### src/rtl/mtss_pkg.sv
// ----------------------------------------------------------------------------
// mtss_pkg
// Shared types, constants and the quarter-wave sine ROM of the multitone sine
// synthesizer.
// ----------------------------------------------------------------------------
`default_nettype none

package mtss_pkg;

	// Sizing
	localparam int MAX_TONES       = 32;
	localparam int SINE_TABLE_BITS = 10;
	localparam int PHASE_BITS      = 32;

	localparam int IDX_W   = (MAX_TONES > 1) ? $clog2(MAX_TONES) : 1;
	localparam int CNT_W   = $clog2(MAX_TONES + 1);
	localparam int QTR_SIZE = 1 << SINE_TABLE_BITS;
	localparam int ROM_AW  = SINE_TABLE_BITS + 1;
	localparam int SINE_W  = 23;
	localparam int GAIN_W  = 24;
	localparam int STEP_W  = 32;
	localparam int PROD_W  = SINE_W + GAIN_W;
	localparam int TERM_W  = 26;
	// one sign bit plus headroom for MAX_TONES terms below 2^25
	localparam int ACC_W   = 27 + $clog2(MAX_TONES);

	// Input operations
	typedef enum logic [1:0] {
		OP_LOAD    = 2'd0,
		OP_TICK    = 2'd1,
		OP_RESTART = 2'd2
	} op_t;

	// Configuration register indexes
	typedef enum logic [1:0] {
		REG_TONE_COUNT = 2'd0,
		REG_WIDTH_MODE = 2'd1,
		REG_AM_MODE    = 2'd2
	} cfg_reg_t;

	// Sequencer states
	typedef enum logic [2:0] {
		ST_IDLE,
		ST_ISSUE,
		ST_DRAIN,
		ST_QA,
		ST_QB,
		ST_QC,
		ST_QD
	} state_t;

	// Sequencer to tone pipeline
	typedef struct packed {
		logic             load;
		logic             restart;
		logic             issue;
		logic             acc_clr;
		logic [IDX_W-1:0] idx;
	} tone_ctl_t;

	// Sequencer to quantizer
	typedef struct packed {
		logic restart;
		logic qa;
		logic qb;
		logic qc;
		logic qd;
	} quant_ctl_t;

	// Sine ROM, Q0.23 quarter wave, QTR_SIZE+1 entries
	localparam logic [63:0] HALF_PI_Q30 = 64'd1686629713;
	localparam logic [63:0] ONE_Q30     = 64'd1 << 30;
	localparam logic [63:0] SINE_MAX    = 64'd8388607;
	localparam logic [63:0] TAYLOR_DIV [7] = '{64'd210, 64'd156, 64'd110, 64'd72,
		64'd42, 64'd20, 64'd6};

	typedef logic [SINE_W-1:0] sine_rom_t [QTR_SIZE+1];

	// Horner Taylor series in Q2.30, evaluated at elaboration
	function automatic sine_rom_t build_sine_rom();
		sine_rom_t   rom;
		logic [63:0] x;
		logic [63:0] x2;
		logic [63:0] t;
		logic [63:0] s;
		logic [63:0] v;
		for (int k = 0; k <= QTR_SIZE; k++) begin
			x  = (HALF_PI_Q30 * 64'(k)) >> SINE_TABLE_BITS;
			x2 = (x * x) >> 30;
			t  = ONE_Q30;
			for (int j = 0; j < 7; j++) begin
				t = ONE_Q30 - (((x2 * t) >> 30) / TAYLOR_DIV[j]);
			end
			s = (x * t) >> 30;
			v = (s + 64'd64) >> 7;
			if (v > SINE_MAX) begin
				v = SINE_MAX;
			end
			rom[k] = v[SINE_W-1:0];
		end
		return rom;
	endfunction

	localparam sine_rom_t SINE_ROM = build_sine_rom();

endpackage

`default_nettype wire

### src/rtl/mtss_ctrl.sv
// ----------------------------------------------------------------------------
// mtss_ctrl
// Sequencer: takes items, runs loads and restarts, steps the tone pipe over
// the active tones and then walks the quantizer stages.
// ----------------------------------------------------------------------------
`default_nettype none

module mtss_ctrl
	import mtss_pkg::*;
(
	input  logic       clk,
	input  logic       arst_n,
	input  logic       in_valid,
	input  logic [1:0] op,
	input  logic [5:0] tone_count,
	input  logic       busy,
	input  logic       out_free,
	output logic       in_stall,
	output tone_ctl_t  tctl,
	output quant_ctl_t qctl
);

	state_t           state_q;
	state_t           state_d;
	logic [CNT_W-1:0] cnt_q;
	logic [CNT_W-1:0] n_tones;
	logic             last;
	logic             take;

	// Active tone count, clamped to the table size
	assign n_tones = (32'(tone_count) > 32'(MAX_TONES)) ? CNT_W'(MAX_TONES)
		: CNT_W'(tone_count);
	assign last    = (cnt_q + CNT_W'(1)) == n_tones;
	assign take    = (state_q == ST_IDLE) && in_valid;

	// Next state
	always_comb begin
		state_d = state_q;
		unique case (state_q)
			ST_IDLE: begin
				if (in_valid && (op == OP_TICK)) begin
					state_d = (n_tones == '0) ? ST_DRAIN : ST_ISSUE;
				end
			end
			ST_ISSUE: begin
				if (last) begin
					state_d = ST_DRAIN;
				end
			end
			ST_DRAIN: begin
				if (!busy) begin
					state_d = ST_QA;
				end
			end
			ST_QA:   state_d = ST_QB;
			ST_QB:   state_d = ST_QC;
			ST_QC:   state_d = ST_QD;
			ST_QD: begin
				if (out_free) begin
					state_d = ST_IDLE;
				end
			end
			default: state_d = ST_IDLE;
		endcase
	end

	always_ff @(posedge clk or negedge arst_n) begin
		if (!arst_n) begin
			state_q <= ST_IDLE;
			cnt_q   <= '0;
		end else begin
			state_q <= state_d;
			if (take) begin
				cnt_q <= '0;
			end else if (state_q == ST_ISSUE) begin
				cnt_q <= cnt_q + CNT_W'(1);
			end
		end
	end

	// Outputs
	always_comb begin
		in_stall     = 1'b1;
		tctl         = '0;
		qctl         = '0;
		tctl.idx     = cnt_q[IDX_W-1:0];
		unique case (state_q)
			ST_IDLE: begin
				in_stall     = 1'b0;
				tctl.load    = in_valid && (op == OP_LOAD);
				tctl.restart = in_valid && (op == OP_RESTART);
				tctl.acc_clr = in_valid && (op == OP_TICK);
				qctl.restart = in_valid && (op == OP_RESTART);
			end
			ST_ISSUE: tctl.issue = 1'b1;
			ST_DRAIN: ;
			ST_QA:    qctl.qa = 1'b1;
			ST_QB:    qctl.qb = 1'b1;
			ST_QC:    qctl.qc = 1'b1;
			ST_QD:    qctl.qd = out_free;
			default:  ;
		endcase
	end

endmodule

`default_nettype wire

### config.mk
export PLATFORM = sky130hd
export DESIGN_NAME = mtss_ctrl
export DESIGN_NICKNAME = d
export VERILOG_FILES = /design/src/rtl/mtss_pkg.sv /design/src/rtl/mtss_ctrl.sv
export SDC_FILE = /design/constraint.sdc
export NUM_CORES = 1
export LEC_CHECK = 0
export ABC_AREA = 1
export BUFFER_PORTS_ARGS = -buffer_cell sky130_fd_sc_hd__buf_4
export CELL_PAD_IN_SITES_DETAIL_PLACEMENT = 1
export CELL_PAD_IN_SITES_GLOBAL_PLACEMENT = 1
export CORE_UTILIZATION = 32
export DETAILED_ROUTE_END_ITERATION = 8
export GPL_ROUTABILITY_DRIVEN = 0
export PLACE_DENSITY_LB_ADDON = 0.1
export SLEW_MARGIN = 20
export SYNTH_ARGS = -nofsm -noshare
export SYNTH_HDL_FRONTEND = slang
export SYNTH_SLANG_ARGS = --single-unit
### constraint.sdc
create_clock -name clk -period 1.7 [get_ports clk]
set_input_delay 0.255 -clock clk [delete_from_list [all_inputs] [get_ports clk]]
set_output_delay 0.255 -clock clk [all_outputs]
set_load 0.02 [all_outputs]
==> results of run 1 <==
## cell type report
cell class	instances	area [um^2]	share of cell area [%]
Multi-Input combinational cell	81	439	41.4
Timing Repair Buffer	32	243	22.9
Sequential cell	9	226	21.4
Clock buffer	4	26.3	2.48
Tap cell	28	35.0	3.31
Inverter	24	90.1	8.50
## routing by layer
layer / global-route usage, % / wire, um / vias up
li1: - / - / 441
met1: 21.3 / 970 / 425
met2: 30.5 / 1100 / 23
met3: 0.893 / 71 / 2
met4: 9.46 / 14 / 0
met5: 0 / 0 / -
## layout by cell type, fill, tap and decap left out, drive strengths merged
cell,count
o21ai,6
buf,31
nor4,1
ha,1
nand4,2
inv,24
dlygate4sd3,1
xor2,3
nand3b,2
nand3,15
nor3,3
clkbuf,4
a21oi,2
nor2,16
o22ai,5
dfrtp,9
nand2,25
## final timing paths
check / end / depth (start not counted)
max in group asynchronous: state_q[2]$_DFFE_PN0P_ / 2
setup / recovery: tctl[8] / 6
hold reg to reg: cnt_q[5]$_DFFE_PN0P_ / 2
min in group asynchronous: cnt_q[0]$_DFFE_PN0P_ / 2
hold / removal: state_q[2]$_DFFE_PN0P_ / 4
setup reg to reg: state_q[1]$_DFFE_PN0P_ / 11
## worst min-delay path, stage by stage
cell      delay, ns
buf_4          0.08
nor2_1         0.05
inv_1          0.07
nand3b_1       0.07
## registers in the layout, indices dropped and copies added (netlist names)
| register | count |
|---|---|
| cnt_q | 6 |
| state_q | 3 |
## where the power goes
| group | internal (uW) | total (uW) | switching, uW | leakage (uW) |
|---|---|---|---|---|
| logic | 445 | 1120 | 674 | 0.000423 |
| registers | 307 | 421 | 114 | 0.000116 |
| clock network | 90.6 | 169 | 78.6 | 0.0000150 |
## repair_timing
item                       4_1_cts  5_1_grt
buffers inserted                 1        3
hold endpoints to repair         9        0
hold buffers                     1        0
setup endpoints to repair        4        4
pin swaps                        0        0
gates cloned                     0        0
gates resized for setup          3        0
## logic make-up after synthesis
family | synth area share (%)
AND/OR/NAND/NOR | 39.4
flip-flops | 28.8
AO/OA/AOI/OAI | 9.60
buffers and inverters | 17.3
adder cells (fa/ha/maj) | 1.60
XOR/XNOR | 3.36
## stage by stage
step / power [uW] / setup TNS (ns) / hold WS (ns) / setup slack [ns]
global route: 1850 / -0.0963 / 0.301 / -0.0331
detailed placement: 1460 / 0 / 0.0887 / 0.169
global placement: 1420 / 0 / 0.0871 / 0.205
CTS: 1660 / 0 / 0.309 / 0.0488
floorplan: 1160 / 0 / -0.0406 / 0.0557
finish: 1710 / 0 / 0.312 / 0.0979
==> results_dict.tcl, run 1 <==
set metrics [dict create \
    dp.cells 169 \
    cts.sink_count 9 \
    netlist.area_leader.share_pct 28.8 \
    vias 891 \
    drt_iter0_drc 11 \
    synth-main-ff-cell "dfrtp_1" \
    tritoncts "built" \
    min_period_over_period_pct 94.2 \
    critPathCaptureType "output pin" \
    path_max_fanout 5 \
    final_nets 165 \
    die_area_um2 2650 \
    clk_latency_ns 0.26 \
    grt_max_degree 10 \
    startpoint "state_q[0]$_DFFE_PN0P_" \
    synthTopCellsByArea "dfrtp_1, nand2_1, inv_1" \
    outcome "finished, final reports clean" \
    die_w_um 51.4 \
    grt_overflow 0 \
    boundaryPins 28 \
    critical_path_arrival_ns 1.35 \
    finalHoldViolCount 0 \
    cts_root_buffer "clkbuf_4" \
    maxSlewViolCount 0 \
    hp-class "in -> reg" \
    cp-start-kind "register" \
    track_usage_pct 17.5 \
    cpLargestDelayFamily "flip-flops" \
    skew_ns 0.00230 \
    critPathRequiredTime_ns 1.44 \
    fmax_ghz 0.624 \
    reg2reg_from "cnt_q[1]$_DFFE_PN0P_" \
    wire_per_inst_um 12.1 \
    synth.cell_area_um2 782 \
    final_cells 178 \
    n_antenna_cell 0 \
    crit_buf_inv 3 \
    dpl_cell_area_um2 990 \
    drc_errors 0 \
    hold_start "out_free" \
    vias_per_cell 5.01 \
    crit_chain "nor2_1, inv_1, nor2_2, inv_2, nor3_1, buf_4" \
    setup_viol 0 \
    r2r_setup_slack_ns 0.16 \
    drive_gt1_share_pct 32.0 \
    syn_area_per_cell_um2 6.52 \
    p_leak_uw 0.000554 \
    yosysWarnings 0 \
    cap_violations 0 \
    slew_headroom_pct 82.1 \
    rows 17 \
    seq_area_frac_synth_pct 28.8 \
    netlist.top_cell.by_area "dfrtp_1" \
    initial_core_util_pct 34.7 \
    rsz0062_at_grt "true" \
    final_core_util_pct 47.0 \
    numCtsBuffers 3 \
    port-buffer-count 27 \
    power_density_nw_per_um2 1610 \
    synth.most_common_cell "nand2_1" \
    htree_levels 1 \
    die_y_um 51.4 \
    first_pass_iters 4 \
    min_period_ns 1.60 \
    syn_to_final_growth_pct 35.5 \
    ir_drop_v 0.000858 \
    grt_pass1_vias 849 \
    critPathMaxStageDelay_ns 0.41 \
    cp_slowest_cell "dfrtp_1" \
    dpl.hpwl_um 1780 \
    grt_antenna_before_repair 0 \
    wl_um 2160 \
    grt_pass1_wl_um 3440 \
    fin_area_um2 1060 \
    num-fill-cells 318 \
    yosys-top-cells-count "nand2_1, inv_1, nor2_1" \
    tightest_slew_ns 0.269 \
    async_reset_ff_share_pct 100 \
    clockBufferDepth 2 \
    clk_pin_slew_ns 0.06 \
    ant_nets 0 \
    crit_type "reg -> out" \
    syn_nets 134 \
    synth_edf_count 0 \
    yosys.cell_types.count 22 \
    synth_seq_cells 9 \
    core-area_um2 2250 \
    synthCells 120 \
]
No activity file was read; power rests on OpenSTA's default activity.
==> inputs of run 2 (changes only) <==
--- a/config.mk
+++ b/config.mk
@@ -10,6 +10,7 @@
 export CELL_PAD_IN_SITES_DETAIL_PLACEMENT = 1
 export CELL_PAD_IN_SITES_GLOBAL_PLACEMENT = 1
 export CORE_UTILIZATION = 32
+export CTS_BUF_LIST = sky130_fd_sc_hd__clkbuf_4 sky130_fd_sc_hd__clkbuf_8 sky130_fd_sc_hd__clkbuf_16
 export DETAILED_ROUTE_END_ITERATION = 8
 export GPL_ROUTABILITY_DRIVEN = 0
 export PLACE_DENSITY_LB_ADDON = 0.1
==> results_dict.tcl, run 2 (synthesized netlist as in run 1, its figures left out) <==
set metrics [dict create \
    outcome "finished, final reports clean" \
    drt_iter0_drc 14 \
    final_cell_mix "buf_4, nand2_1, inv_1, nor2_1, nand3_1" \
    boundaryPins 28 \
    critPathRequiredTime_ns 1.44 \
    vias 894 \
    finalWorstSetupSlack_ns 0.0969 \
    seq_power_share_pct 24.0 \
    die_w_um 51.4 \
    fmax_ghz 0.624 \
    cp-start-kind "register" \
    min_period_over_period_pct 94.3 \
    drc_errors 0 \
    critPathMaxStageDelay_ns 0.40 \
    top_regs "cnt_q (6), state_q (3)" \
    regMostFlops "cnt_q" \
    initial_core_util_pct 34.7 \
    met2_usage_pct 31.0 \
    die_area_um2 2650 \
    ir_drop_v 0.000853 \
    final_core_util_pct 47.6 \
    port-buffer-count 27 \
    crit_chain "nor2_1, inv_1, nor2_2, inv_2, nor3_1, buf_4" \
    min_period_ns 1.60 \
    vias_per_cell 4.99 \
    tritoncts "built" \
    core-area_um2 2250 \
    n_antenna_cell 0 \
    cts_root_buffer "clkbuf_4" \
    wire_per_inst_um 12.5 \
    grt_max_degree 10 \
    dpl.hpwl_um 1780 \
    drive_gt1_share_pct 33.8 \
    crit_type "reg -> out" \
    grt_antenna_before_repair 0 \
    clk_latency_ns 0.26 \
    grt_pass1_wl_um 3440 \
    ant_nets 0 \
    first_pass_iters 4 \
    largest_reg_flops 6 \
    critPathCaptureType "output pin" \
    clockBufferDepth 2 \
    wl_um 2240 \
    fin_total_pwr_uw 1760 \
    final_common_cell "buf_4" \
    use_met1_pct 21.3 \
    pwr-share-comb_pct 65.4 \
    track_usage_pct 17.2 \
    skew_ns 0.00383 \
    dp.cells 169 \
    grt_overflow 0 \
    rows 17 \
    hp-class "in -> reg" \
    finalHoldViolCount 0 \
    cts.sink_count 9 \
    cp_slowest_cell "dfrtp_1" \
    setup_viol 0 \
    htree_levels 1 \
    p_switching_uw 883 \
    grt_pass1_vias 844 \
    tightest_slew_ns 0.290 \
    rsz0062_at_grt "true" \
    hold_slack_ns 0.311 \
    clock_power_share_pct 10.5 \
    cap_violations 0 \
    dp_worst_setup_slack_ns 0.169 \
    final_nets 166 \
    path_max_fanout 5 \
    die_y_um 51.4 \
    grt-busiest-layer "met2" \
    switching_share_pct 50.3 \
    critical_path_arrival_ns 1.35 \
    power_density_nw_per_um2 1640 \
    numCtsBuffers 3 \
    internal_power_uw 874 \
    clk_pin_slew_ns 0.06 \
    final_cells 179 \
    maxSlewViolCount 0 \
    syn_to_final_growth_pct 37.1 \
    grt_util_met3_pct 0.893 \
    p_leak_uw 0.000561 \
    slew_headroom_pct 80.7 \
]
run 2: cell types whose count changed in the layout (fill, tap and decap cells not counted), sizes merged:
cell and change:
buf +1
run 2: path summary, 6_finish.rpt:
check / startpoint / to / slack [ns] / depth (start not counted)
worst max-delay path: state_q[0]$_DFFE_PN0P_ / tctl[8] / 0.1 / 6
worst min-delay path: out_free / state_q[2]$_DFFE_PN0P_ / 0.31 / 4
worst max register to register: cnt_q[0]$_DFFE_PN0P_ / state_q[1]$_DFFE_PN0P_ / 0.16 / 11
worst min register to register: cnt_q[5]$_DFFE_PN0P_ / cnt_q[5]$_DFFE_PN0P_ / 0.62 / 2
max in group asynchronous: arst_n / state_q[2]$_DFFE_PN0P_ / 1.19 / 2
min in group asynchronous: arst_n / cnt_q[3]$_DFFE_PN0P_ / 0.35 / 2
run 2: through the flow:
stage | area (um^2) | TNS [ns]
finish | 1070 | 0
global route | 1070 | -0.131
CTS | 1040 | 0
detailed placement | 990 | 0
global placement | 990 | 0
floorplan | 797 | 0
run 2: routing by layer:
layer,up-vias,part of all wire (%)
li1,442,-
met1,425,45
met2,25,51
met3,2,3.4
met4,0,0.76
met5,-,0
run 2: timing repair:
| item | CTS | global route |
|---|---|---|
| pin swaps | 0 | 1 |
| gates resized for setup | 3 | 1 |
| setup buffers | 1 | 4 |
| endpoints found under the hold margin | 9 | 0 |
| hold buffers | 1 | 0 |
| setup endpoints to repair | 4 | 5 |
run 2: worst max-delay path: cells and delay by family, from the launching register on:
| kind | cells | cell delay, ns |
|---|---|---|
| buffers and inverters | 3 | 0.31 |
| AND/OR/NAND/NOR | 3 | 0.37 |
| flip-flops | 1 | 0.40 |
run 2: power by group through the flow:
stage | Combinational, uW | Clock, uW | Sequential (uW)
floorplan | 759 | 0 | 405
global placement | 994 | 0 | 431
detailed placement | 1020 | 0 | 436
CTS | 1070 | 190 | 424
global route | 1250 | 208 | 438
finish | 1150 | 185 | 423
run 2: area by class of cell:
class,count,area [um^2]
fillers,319,1180
multi-input cells,81,439
repair buffers,33,250
flip-flops and latches,9,228
inverters,24,90.1
well taps,28,35.0
clock buffers,4,30.0
