<file path="src/rtl/mtss_pkg.sv">
// ----------------------------------------------------------------------------
// mtss_pkg
// Shared types, constants and the quarter-wave sine ROM of the multitone sine
// synthesizer.
// ----------------------------------------------------------------------------
`default_nettype none

package mtss_pkg;

	// Sizing
	localparam int MAX_TONES       = 32;
	localparam int SINE_TABLE_BITS = 10;
	localparam int PHASE_BITS      = 32;

	localparam int IDX_W   = (MAX_TONES > 1) ? $clog2(MAX_TONES) : 1;
	localparam int CNT_W   = $clog2(MAX_TONES + 1);
	localparam int QTR_SIZE = 1 << SINE_TABLE_BITS;
	localparam int ROM_AW  = SINE_TABLE_BITS + 1;
	localparam int SINE_W  = 23;
	localparam int GAIN_W  = 24;
	localparam int STEP_W  = 32;
	localparam int PROD_W  = SINE_W + GAIN_W;
	localparam int TERM_W  = 26;
	// one sign bit plus headroom for MAX_TONES terms below 2^25
	localparam int ACC_W   = 27 + $clog2(MAX_TONES);

	// Input operations
	typedef enum logic [1:0] {
		OP_LOAD    = 2'd0,
		OP_TICK    = 2'd1,
		OP_RESTART = 2'd2
	} op_t;

	// Configuration register indexes
	typedef enum logic [1:0] {
		REG_TONE_COUNT = 2'd0,
		REG_WIDTH_MODE = 2'd1,
		REG_AM_MODE    = 2'd2
	} cfg_reg_t;

	// Sequencer states
	typedef enum logic [2:0] {
		ST_IDLE,
		ST_ISSUE,
		ST_DRAIN,
		ST_QA,
		ST_QB,
		ST_QC,
		ST_QD
	} state_t;

	// Sequencer to tone pipeline
	typedef struct packed {
		logic             load;
		logic             restart;
		logic             issue;
		logic             acc_clr;
		logic [IDX_W-1:0] idx;
	} tone_ctl_t;

	// Sequencer to quantizer
	typedef struct packed {
		logic restart;
		logic qa;
		logic qb;
		logic qc;
		logic qd;
	} quant_ctl_t;

	// Sine ROM, Q0.23 quarter wave, QTR_SIZE+1 entries
	localparam logic [63:0] HALF_PI_Q30 = 64'd1686629713;
	localparam logic [63:0] ONE_Q30     = 64'd1 << 30;
	localparam logic [63:0] SINE_MAX    = 64'd8388607;
	localparam logic [63:0] TAYLOR_DIV [7] = '{64'd210, 64'd156, 64'd110, 64'd72,
		64'd42, 64'd20, 64'd6};

	typedef logic [SINE_W-1:0] sine_rom_t [QTR_SIZE+1];

	// Horner Taylor series in Q2.30, evaluated at elaboration
	function automatic sine_rom_t build_sine_rom();
		sine_rom_t   rom;
		logic [63:0] x;
		logic [63:0] x2;
		logic [63:0] t;
		logic [63:0] s;
		logic [63:0] v;
		for (int k = 0; k <= QTR_SIZE; k++) begin
			x  = (HALF_PI_Q30 * 64'(k)) >> SINE_TABLE_BITS;
			x2 = (x * x) >> 30;
			t  = ONE_Q30;
			for (int j = 0; j < 7; j++) begin
				t = ONE_Q30 - (((x2 * t) >> 30) / TAYLOR_DIV[j]);
			end
			s = (x * t) >> 30;
			v = (s + 64'd64) >> 7;
			if (v > SINE_MAX) begin
				v = SINE_MAX;
			end
			rom[k] = v[SINE_W-1:0];
		end
		return rom;
	endfunction

	localparam sine_rom_t SINE_ROM = build_sine_rom();

endpackage

`default_nettype wire

</file>
<file path="src/rtl/mtss_quant.sv">
// ----------------------------------------------------------------------------
// mtss_quant
// Per-sample post processing: AM offset and sign flip, peak tracking,
// full-scale quantization with rounding, saturation, and the output register.
// ----------------------------------------------------------------------------
`default_nettype none

module mtss_quant
	import mtss_pkg::*;
(
	input  logic               clk,
	input  logic               arst_n,
	input  quant_ctl_t         ctl,
	input  logic signed [31:0] acc_sat,
	input  logic               width_mode,
	input  logic               am_mode,
	input  logic               out_stall,
	output logic               out_valid,
	output logic               out_free,
	output logic signed [31:0] sample,
	output logic               clipped,
	output logic               clip_seen,
	output logic [31:0]        peak_magnitude
);

	logic               odd_q;
	logic [31:0]        peak_q;
	logic               clip_q;
	logic signed [33:0] base;
	logic signed [33:0] v_q;
	logic [32:0]        mag;
	logic [32:0]        mag_q;
	logic               neg_q;
	logic [63:0]        prod;
	logic [39:0]        q_q;
	logic [39:0]        scale;
	logic [39:0]        qsel;
	logic               clip_now;

	// Value in units of 2^-24
	assign base = 34'(acc_sat) + 34'sd8388608;

	always_ff @(posedge clk) begin
		if (ctl.qa) begin
			if (am_mode) begin
				v_q <= odd_q ? -base : base;
			end else begin
				v_q <= 34'(acc_sat) <<< 1;
			end
		end
	end

	// Magnitude
	assign mag = v_q[33] ? 33'(-v_q) : 33'(v_q);

	always_ff @(posedge clk) begin
		if (ctl.qb) begin
			mag_q <= mag;
			neg_q <= v_q[33];
		end
	end

	// mag * scale, scale being 2^31-1 or 2^15-1, plus half an LSB
	always_comb begin
		if (width_mode) begin
			prod = 64'({mag_q, 15'b0}) - 64'(mag_q) + 64'(1 << 23);
		end else begin
			prod = {mag_q, 31'b0} - 64'(mag_q) + 64'(1 << 23);
		end
	end

	always_ff @(posedge clk) begin
		if (ctl.qc) begin
			q_q <= prod[63:24];
		end
	end

	// Saturation: negative side reaches one step further
	assign scale = width_mode ? 40'd32767 : 40'd2147483647;

	always_comb begin
		clip_now = 1'b0;
		qsel     = q_q;
		if (neg_q) begin
			if (q_q > scale + 40'd1) begin
				clip_now = 1'b1;
				qsel     = scale + 40'd1;
			end
		end else begin
			if (q_q > scale) begin
				clip_now = 1'b1;
				qsel     = scale;
			end
		end
	end

	// Statistics and sample parity
	always_ff @(posedge clk or negedge arst_n) begin
		if (!arst_n) begin
			odd_q  <= 1'b0;
			peak_q <= '0;
			clip_q <= 1'b0;
		end else if (ctl.restart) begin
			odd_q  <= 1'b0;
			peak_q <= '0;
			clip_q <= 1'b0;
		end else begin
			if (ctl.qa) begin
				odd_q <= ~odd_q;
			end
			if (ctl.qb && (mag[32:1] > peak_q)) begin
				peak_q <= mag[32:1];
			end
			if (ctl.qd && clip_now) begin
				clip_q <= 1'b1;
			end
		end
	end

	// Output register
	always_ff @(posedge clk or negedge arst_n) begin
		if (!arst_n) begin
			out_valid <= 1'b0;
		end else if (ctl.qd) begin
			out_valid <= 1'b1;
		end else if (!out_stall) begin
			out_valid <= 1'b0;
		end
	end

	always_ff @(posedge clk) begin
		if (ctl.qd) begin
			sample         <= neg_q ? (32'd0 - qsel[31:0]) : qsel[31:0];
			clipped        <= clip_now;
			clip_seen      <= clip_q | clip_now;
			peak_magnitude <= peak_q;
		end
	end

	assign out_free = !out_valid || !out_stall;

endmodule

`default_nettype wire

</file>
<file path="config.mk">
export PLATFORM = sky130hd
export DESIGN_NAME = mtss_quant
export DESIGN_NICKNAME = d
export VERILOG_FILES = /design/src/rtl/mtss_pkg.sv /design/src/rtl/mtss_quant.sv
export SDC_FILE = /design/constraint.sdc
export NUM_CORES = 1
export LEC_CHECK = 0
export ABC_AREA = 1
export BUFFER_PORTS_ARGS = -buffer_cell sky130_fd_sc_hd__buf_2
export CORE_ASPECT_RATIO = 2
export CORE_MARGIN = 5
export CORE_UTILIZATION = 55
export DETAILED_ROUTE_END_ITERATION = 10
export PLACE_DENSITY = 0.74
export SYNTH_ARGS = -nofsm -noshare
export SYNTH_HDL_FRONTEND = slang
export SYNTH_SLANG_ARGS = --single-unit
</file>
<file path="constraint.sdc">
create_clock -name clk -period 8.6 [get_ports clk]
set_input_delay 0.86 -clock clk [delete_from_list [all_inputs] [get_ports clk]]
set_output_delay 0.86 -clock clk [all_outputs]
set_load 0.02 [all_outputs]
</file>
==> results of run 1 <==
worst register-to-register path: cells and delay by family (launching register included):
| kind | cells | cell delay, ns |
|---|---|---|
| adder cells (fa/ha/maj) | 2 | 0.51 |
| flip-flops | 1 | 0.43 |
| AO/OA/AOI/OAI | 2 | 0.23 |
| XOR/XNOR | 1 | 0.18 |
| buffers and inverters | 3 | 0.60 |
| AND/OR/NAND/NOR | 14 | 3.40 |
stage by stage:
stage               total power, W  cells
floorplan                  0.00197   2112
global placement           0.00227   2543
detailed placement         0.00230   2543
CTS                        0.00329   2580
global route               0.00348   2580
finish                     0.00331   2580
registers in the layout (all words and copies together), names as in the netlist:
name,cells
q_q,40
v_q,34
mag_q,33
peak_magnitude,32
peak_q,32
sample,32
clip_q,1
clip_seen,1
clipped,1
neg_q,1
odd_q,1
out_valid,1
worst max path at each step:
| stage | slack [ns] | cells past startpoint | endpoint | start |
|---|---|---|---|---|
| CTS | 3.23 | 22 | peak_q[28] | v_q[0] |
| floorplan | 4.24 | 26 | sample[22] | width_mode |
| finish | 3.15 | 22 | peak_q[28] | v_q[0] |
| global route | 2.75 | 22 | peak_q[22] | v_q[0] |
| detailed placement | 3.29 | 22 | peak_q[10] | v_q[0] |
| global placement | 3.43 | 22 | peak_q[28] | v_q[1] |
where the power goes:
group | leakage [nW] | total [W] | internal (W) | switching (W)
sequential | 2.17 | 0.00134 | 0.00124 | 0.0000972
clock | 0.355 | 0.00101 | 0.000586 | 0.000422
combinational | 5.24 | 0.000966 | 0.000290 | 0.000676
total | 7.77 | 0.00331 | 0.00212 | 0.00120
layer usage:
metal  vias up  share of wire [%]  wire length, um  global-route usage, %
met5         -                  0                0                      0
li1       7159                  -                -                      -
met4         0                 13             7070                   36.4
met3       281                4.7             2510                   5.60
met1      6843                 28            14800                   25.3
met2       555                 54            28800                   63.7
cell usage in the layout, fill, tap and decap left out, drive strengths merged, types with 2 or more instances in the layout:
cell,instances
o22ai,12
buf,116
o21ai,151
nor4,8
ha,76
o31ai,5
xor2,64
a21boi,2
a21oi,74
a21o,2
nand3,174
nand4,36
clkbuf,23
edfxtp,174
nor2,300
and2,5
xnor2,15
bufinv,4
nor3,37
nand3b,5
or2,7
dfrtp,35
clkinv,11
a31oi,10
o21a,3
inv,258
nand2,604
o21bai,3
o211ai,2
clkinvlp,3
area by class of cell:
cell class	instances	area [um^2]
clock buffers	23	543
clock inverters	14	200
fillers	2602	10900
inverters	262	983
multi-input cells	1600	8280
flip-flops and latches	209	6100
well taps	356	445
repair buffers	116	601
cell families (layout without fill, tap and decap cells):
family,after synthesis,in the layout,share of synthesized area [%]
adders and majority gates,76,76,6.11
buffers and inverters,303,415,7.63
xor gates and xnor gates,79,79,4.64
DFF,209,209,39.2
and+or+nand+nor,1177,1177,33.2
AOI/OAI and AO/OA,268,268,9.23
==> impl_metrics.tcl, run 1 <==
set metrics [dict create \
    outcome "finished clean" \
    synthesis.nets 2230 \
    hold_viol_final 0 \
    die_w_um 129 \
    cap_violations 0 \
    report.final.slew_viol_count 0 \
    place_ws_ns 3.29 \
    cts_root_buf "clkbuf_16" \
    grt_pass1_vias 15065 \
    irDropWorstVdd_uv 184 \
    cts.path.max_buffers 3 \
    layout-drive-gt1-share_pct 11.3 \
    antenna_found_initial 0 \
    synth_edf_count 174 \
    ys_types 54 \
    yosysWarnings 0 \
    clkTransAtPathRegs_ns 0.07 \
    r2r-start "v_q[0]" \
    synth_common_cells "580 x nand2_1, 266 x nor2_1, 244 x inv_1" \
    fp.coreArea_mm2 0.0281 \
    grt_overflow 0 \
    final_util_pct 61.1 \
    yosysSeqAreaShare_pct 39.2 \
    worstPathArrival_ns 5.89 \
    post_dp_cell_area_mm2 0.0164 \
    synth-seq-cells 209 \
    crit_slowest_cell "nor3_1" \
    tns_ns 0 \
    relSlewSlack_pct 18.8 \
    viasPerCell 5.75 \
    layout_min_cycle_time_ns 5.45 \
    crit_path_max_incr_delay_ns 0.57 \
    cts_buffers 21 \
    worstPathRequired_ns 9.04 \
    areaGrowthSynthToFinish_pct 10.2 \
    stdcell_area_mm2 0.0172 \
    hpwl_mm 42.9 \
    powerDensity_mw_per_mm2 193 \
    initial_core_util_pct 55.4 \
    dieArea_mm2 0.0320 \
    timing.rr.end "peak_q[28]" \
    setup_viol 0 \
    syn_area_per_cell_um2 7.37 \
    insertion_delay_ns 0.55 \
    critPathCaptureType "register" \
    drt-total-wl_mm 53.1 \
    htree_levels 1 \
    n_antenna_cell 0 \
    place_congestion 1.11 \
    worstRegToRegCells 22 \
    cts_setup_buffers 0 \
    cts.sinks 209 \
    cpLargestDelayFamily "simple AND/OR/NAND/NOR gates" \
    yosys.area.top_type_share_pct 33.6 \
    critPathBufInv 3 \
    cts_tree "yes" \
    synth_top_area_cell "edfxtp_1" \
    rsz0062_at_grt "false" \
    holdWs_ns 0.449 \
    synth_async_sr_flop_share_pct 16.7 \
    post-route-period-util_pct 63.4 \
    r2r_slack_ns 3.15 \
    drc 0 \
    syn_area_mm2 0.0156 \
    worst-setup-path-type "register to register" \
    fin_skew_ns 0.0328 \
    grt_max_degree 69 \
    total_leakage_power_nw 7.77 \
    max_freq_mhz 183 \
    drtIter0Drc 800 \
    crit_fanout 37 \
    fin_nets 2328 \
    routedWlPerCell_um 20.6 \
    worst_path_most_repeated_cell "nand2_1" \
    synth-main-ff-cell "edfxtp_1" \
    cts_hold_buf 0 \
    grtUsageTotal_pct 33.4 \
    portBuffers 109 \
    cp_cell_sequence "inv_1 > ha_1 > nand4_1 > nor3_1 > nand4_1 > nor4_1 > xor2_1 > nand2_1 > o21ai_0 > inv_1 > ha_1 > nand2_1 > nor2_1 > nand4_1 > nor4_1 > nand2_1 > nand3b_1 > nand2_1 > nand2_1 > buf_4 > nand3_1 > o21ai_0" \
    synth_area_leaders "edfxtp_1 34%, nand2_1 14%, nor2_1 6.4%" \
    die_h_um 248 \
    worstMarginPinSlew_ns 1.21 \
    dr.pass1.iters 5 \
    core.rowCount 87 \
    netlist_instances 2112 \
    hold_path_class "primary input to asynchronous set/reset pin" \
    yosysMostFrequentCell "nand2_1" \
    pin_count 110 \
    via_count 14838 \
    final.setup.worst_slack_ns 3.15 \
    postRouteAntennaNets 0 \
    cts_resized 0 \
    grt_pass1_wl_mm 79.5 \
    crit_path_start_kind "register" \
]
(Power assumes the default switching activity.)
==> run 2: changes to the inputs <==
==> constraint.sdc (replaced) <==
create_clock -name clk -period 5.2 [get_ports clk]
set_input_delay 0.52 -clock clk [delete_from_list [all_inputs] [get_ports clk]]
set_output_delay 0.52 -clock clk [all_outputs]
set_load 0.02 [all_outputs]
==> run 2 against run 1 <==
Net effect:
- sequential power increased by 64%
- critical path depth decreased by 8
- count of clock-buffer cells in the layout decreased by 1
- clock power increased by 62%
- non-clock buffer count increased by 10
- clock skew decreased by 0.00074 ns
==> impl_metrics.tcl, run 2 (synthesis gave the netlist of run 1 again) <==
set metrics [dict create \
    drtIter0Drc 688 \
    fin_nets 2337 \
    cts_root_buf "clkbuf_16" \
    viasPerCell 5.73 \
    die_h_um 248 \
    layout.cells.most_common_list "580 x nand2_1, 266 x nor2_1, 244 x inv_1" \
    powerDensity_mw_per_mm2 318 \
    reg_top3 "q_q (40), v_q (34), mag_q (33)" \
    clkTransAtPathRegs_ns 0.07 \
    drc 0 \
    htree_levels 1 \
    dieArea_mm2 0.0320 \
    worst-setup-path-type "register to register" \
    swShare_pct 36.2 \
    grt_max_degree 69 \
    pwr-share-clk_pct 29.9 \
    r2r_slack_ns 0.34 \
    fin_skew_ns 0.0320 \
    regMostFlops "q_q" \
    worstPathRequired_ns 5.43 \
    post-route-period-util_pct 93.4 \
    core.rowCount 87 \
    tns_ns 0 \
    rsz0062_at_grt "false" \
    setup_viol 0 \
    layout_min_cycle_time_ns 4.86 \
    max_freq_mhz 206 \
    grt_pass1_vias 15272 \
    cap_violations 0 \
    place_congestion 1.07 \
    portBuffers 109 \
    grt_pass1_wl_mm 82.6 \
    hpwl_mm 45.9 \
    largest_reg_flops 40 \
    final_cells 2592 \
    n_fill_cell 2624 \
    stdcell_area_mm2 0.0172 \
    cts_resized 0 \
    die_w_um 129 \
    relSlewSlack_pct 32.9 \
    routedWlPerCell_um 21.5 \
    critPathCaptureType "register" \
    cts_setup_buffers 0 \
    p_sw_w 0.00198 \
    total_leakage_power_nw 7.82 \
    p_int_w 0.00349 \
    insertion_delay_ns 0.54 \
    placed_cells 2553 \
    pin_count 110 \
    cts.sinks 209 \
    outcome "finished clean" \
    cts_hold_buf 0 \
    layout-drive-gt1-share_pct 11.7 \
    final_common_cell "nand2_1" \
    grt_overflow 0 \
    cts_tree "yes" \
    worstPathArrival_ns 5.09 \
    crit_path_start_kind "register" \
    via_count 14841 \
    post_dp_cell_area_mm2 0.0165 \
    report.final.slew_viol_count 0 \
    multi_input_area_mm2 0.00829 \
    seqPwrFrac_pct 40.3 \
    initial_core_util_pct 55.4 \
    hold_path_class "primary input to asynchronous set/reset pin" \
    worstMarginPinSlew_ns 1.01 \
    irDropWorstVdd_uv 296 \
    drt-total-wl_mm 55.9 \
    dr.pass1.iters 7 \
    regArea_mm2 0.00610 \
    antenna_found_initial 3 \
    cts.path.max_buffers 3 \
    cts_buffers 20 \
    hold_viol_final 0 \
    crit_fanout 15 \
    areaGrowthSynthToFinish_pct 10.6 \
    fp.coreArea_mm2 0.0281 \
    postRouteAntennaNets 0 \
    grtUsageTotal_pct 35.0 \
    combPwrFrac_pct 29.8 \
]
==> run 2: cell types whose count changed in the layout (fill, tap and decap cells not counted) <==
cell,previous run,this run
inv_8,2,1
clkinv_2,1,2
buf_4,8,18
nor3_1,30,29
nor3_2,6,7
clkinv_1,9,11
diode_2,0,3
clkinvlp_4,3,2
inv_6,2,1
clkbuf_1,1,0
==> run 2: per-stage QoR <==
step | hold WS (ns) | total power [W] | setup WS [ns] | util (%)
finish | 0.125 | 0.00547 | 0.342 | 61.3
global route | 0.170 | 0.00573 | 0.233 | 61.3
global placement | 0.432 | 0.00380 | 0.689 | 58.7
floorplan | 0.224 | 0.00325 | 1.18 | -
detailed placement | 0.433 | 0.00383 | 0.480 | 58.7
CTS | 0.144 | 0.00545 | 0.453 | 61.3
==> run 2: cell type report <==
| type | instances | area share [%] |
|---|---|---|
| tap | 356 | 2.59 |
| sequential | 209 | 35.4 |
| antenna | 3 | 0.0436 |
| timing repair buffer | 126 | 3.92 |
| inverter | 262 | 5.71 |
| multi-input combinational | 1600 | 48.1 |
| clock inverter | 14 | 1.08 |
| clock buffer | 22 | 3.13 |
==> run 2: critical path, cell delays in order (launching register included) <==
cell and delay, ns:
edfxtp_1 0.52, inv_1 0.40, ha_1 0.42, a21oi_1 0.34
o21ai_0 0.18, a21oi_1 0.27, nand3_1 0.29, nand2_1 0.12
nand2_1 0.17, inv_1 0.12, nand2_1 0.09, nor3_1 0.28
nand4_1 0.55, nand3_1 0.62, o21ai_0 0.19
==> run 2: power groups by stage <==
stage | Combinational, W | Clock (W) | Sequential (W)
final | 0.00163 | 0.00164 | 0.00220
after global routing | 0.00180 | 0.00171 | 0.00222
after CTS | 0.00161 | 0.00165 | 0.00220
after detailed placement | 0.00160 | 0 | 0.00223
after floorplan | 0.00102 | 0 | 0.00224
after global placement | 0.00157 | 0 | 0.00223
==> run 2: layer usage <==
| layer | track usage [%] | up-vias | part of all wire, % |
|---|---|---|---|
| li1 | - | 7192 | - |
| met1 | 25.9 | 6802 | 27 |
| met2 | 69.4 | 565 | 56 |
| met3 | 4.57 | 282 | 4.0 |
| met4 | 35.9 | 0 | 13 |
| met5 | 1.43 | - | 0 |
==> run 2: final timing paths <==
kind | startpoint | endpoint | cells after the start
worst min register to register | peak_q[3] | peak_magnitude[3] | 0
worst min-delay path | arst_n | peak_q[24] | 1
worst max-delay path | mag_q[27] | q_q[28] | 14
worst max register to register | mag_q[27] | q_q[28] | 14
max in group asynchronous | arst_n | peak_q[13] | 1
min in group clk | out_stall | out_valid | 3
==> run 3: changes to the inputs <==
--- a/config.mk
+++ b/config.mk
@@ -8,7 +8,6 @@
 export ABC_AREA = 1
 export BUFFER_PORTS_ARGS = -buffer_cell sky130_fd_sc_hd__buf_2
 export CORE_ASPECT_RATIO = 2
-export CORE_MARGIN = 5
 export CORE_UTILIZATION = 55
 export DETAILED_ROUTE_END_ITERATION = 10
 export PLACE_DENSITY = 0.74
==> run 3 against run 2 <==
Net effect:
- clock skew shrank 0.019 ns
- worst hold slack worse by 0.0029 ns
- largest cell class unchanged
- final area about the same
- cell count decreased by 0.31%
- register-to-register slack about the same
- die area is 9.2% lower
- sequential share of layout area is essentially flat
- global-route usage grew 3.8 points
- critical path type unchanged
- fmax is 0.23% higher
- critical path depth is the same
- routed wire length is 1.4% lower
==> impl_metrics.tcl, run 3 (synthesis gave the netlist of run 1 again) <==
set metrics [dict create \
    total_leakage_power_nw 7.82 \
    die_w_um 121 \
    tns_ns 0 \
    layout_min_cycle_time_ns 4.85 \
    cts_hold_buf 0 \
    top_layer "met4" \
    antenna_found_initial 0 \
    wl_met1_mm 15.0 \
    layout.cells.most_common_list "580 x nand2_1, 266 x nor2_1, 244 x inv_1" \
    post-route-period-util_pct 93.2 \
    drtIter0Drc 730 \
    cts_root_buf "clkbuf_16" \
    postRouteAntennaNets 0 \
    fin_skew_ns 0.0132 \
    worstPathRequired_ns 5.44 \
    cts.path.max_buffers 3 \
    dr.pass1.iters 5 \
    n_antenna_cell 0 \
    max_freq_mhz 206 \
    grt_overflow 0 \
    swShare_pct 36.0 \
    cap_violations 0 \
    core.rowCount 86 \
    pwr-share-clk_pct 30.0 \
    grt_pass1_vias 15113 \
    hpwl_mm 44.2 \
    worstMarginPinSlew_ns 1.36 \
    powerDensity_mw_per_mm2 319 \
    setup_viol 0 \
    layout-drive-gt1-share_pct 11.7 \
    rsz0062_at_grt "false" \
    place_congestion 1.04 \
    areaGrowthSynthToFinish_pct 10.5 \
    wl_met3_mm 2.92 \
    p_sw_w 0.00197 \
    grt_pass1_wl_mm 81.6 \
    crit_path_start_kind "register" \
    drc 0 \
    hold_viol_final 0 \
    n_fill_cell 2498 \
    routedWlPerCell_um 21.3 \
    combPwrFrac_pct 29.7 \
    worst-setup-path-type "register to register" \
    outcome "finished clean" \
    critPathCaptureType "register" \
    crit_fanout 4 \
    via_count 14882 \
    cts_buffers 21 \
    clkTransAtPathRegs_ns 0.07 \
    largest_reg_flops 40 \
    htree_levels 1 \
    worstPathArrival_ns 5.09 \
    drt-total-wl_mm 55.0 \
    relSlewSlack_pct 8.52 \
    portBuffers 109 \
    insertion_delay_ns 0.52 \
    dr_wl_met2_mm 29.5 \
    viasPerCell 5.76 \
    report.final.slew_viol_count 0 \
    pin_count 110 \
    die_h_um 240 \
    seqPwrFrac_pct 40.3 \
    final_common_cell "nand2_1" \
    p_int_w 0.00351 \
    initial_core_util_pct 56.3 \
    grtUsageTotal_pct 38.8 \
    final_util_pct 62.2 \
    regMostFlops "q_q" \
    grt_max_degree 69 \
    cts.sinks 209 \
    cts_tree "yes" \
    fp.coreArea_mm2 0.0277 \
    dieArea_mm2 0.0290 \
    hold_path_class "primary input to asynchronous set/reset pin" \
    irDropWorstVdd_uv 269 \
    fin_nets 2336 \
    reg_top3 "q_q (40), v_q (34), mag_q (33)" \
]
[run 3: changes by cell type in the layout (fill, tap and decap cells not counted), sizes merged]
| cell | change |
|---|---|
| diode | -3 |
| buf | -2 |
| clkbuf | +2 |
| clkinv | -1 |
[run 3: critical path, stage by stage, from the launching register on]
cell	delay (ns)
edfxtp_1	0.46
inv_1	0.34
ha_1	0.35
nand2_1	0.28
nor2_1	0.09
nand2_1	0.18
inv_1	0.06
a31oi_1	0.40
nand2_1	0.16
nor2_1	0.69
inv_1	0.20
nor2_1	0.31
nor2_1	0.16
o21ai_0	0.76
nand2_1	0.12
[run 3: path summary, 6_finish.rpt]
| kind | cells past startpoint | startpoint | endpoint | slack, ns |
|---|---|---|---|---|
| max | 14 | mag_q[32] | q_q[22] | 0.35 |
| min | 1 | arst_n | peak_q[24] | 0.12 |
| max reg2reg | 14 | mag_q[32] | q_q[22] | 0.35 |
| min reg2reg | 0 | peak_q[15] | peak_magnitude[15] | 0.45 |
| max in group asynchronous | 1 | arst_n | peak_q[9] | 4.48 |
| min in group clk | 3 | acc_sat[0] | v_q[0] | 0.28 |
[run 3: final cells by class]
class	count	area [um^2]	share of cell area (%)
clock buffer	24	557	3.24
clock inverter	13	179	1.04
inverter	262	983	5.71
multi-input combinational	1600	8290	48.2
sequential	209	6100	35.5
tap	352	440	2.56
timing repair buffer	124	661	3.84
[run 3: power by group through the flow]
stage / clock network (W) / registers (W) / logic [W]
final: 0.00165 / 0.00221 / 0.00163
after CTS: 0.00166 / 0.00220 / 0.00160
after detailed placement: 0 / 0.00224 / 0.00159
after global placement: 0 / 0.00223 / 0.00155
after floorplan: 0 / 0.00224 / 0.00102
after global routing: 0.00172 / 0.00222 / 0.00179
[run 3: timing repair]
action                                  4_1_cts  5_1_grt
endpoints found under the setup margin        0        1
buffers inserted                              0        0
resized for setup                             0        1
[run 3: routing by layer]
layer | global-route usage [%] | vias up
met5 | 0 | -
met1 | 28.2 | 6842
li1 | - | 7192
met2 | 73.9 | 548
met4 | 46.0 | 0
met3 | 7.83 | 300
[run 3: stage by stage]
stage               std cells  worst slack, ns  instance area, um^2  hold WS (ns)  total power [W]
global placement         2547            0.708                16500         0.433          0.00379
detailed placement       2547            0.469                16500         0.434          0.00383
global route             2584           0.0451                17200         0.187          0.00573
CTS                      2584            0.417                17200         0.149          0.00546
finish                   2584            0.353                17200         0.122          0.00548
floorplan                2112             1.18                15600         0.224          0.00325
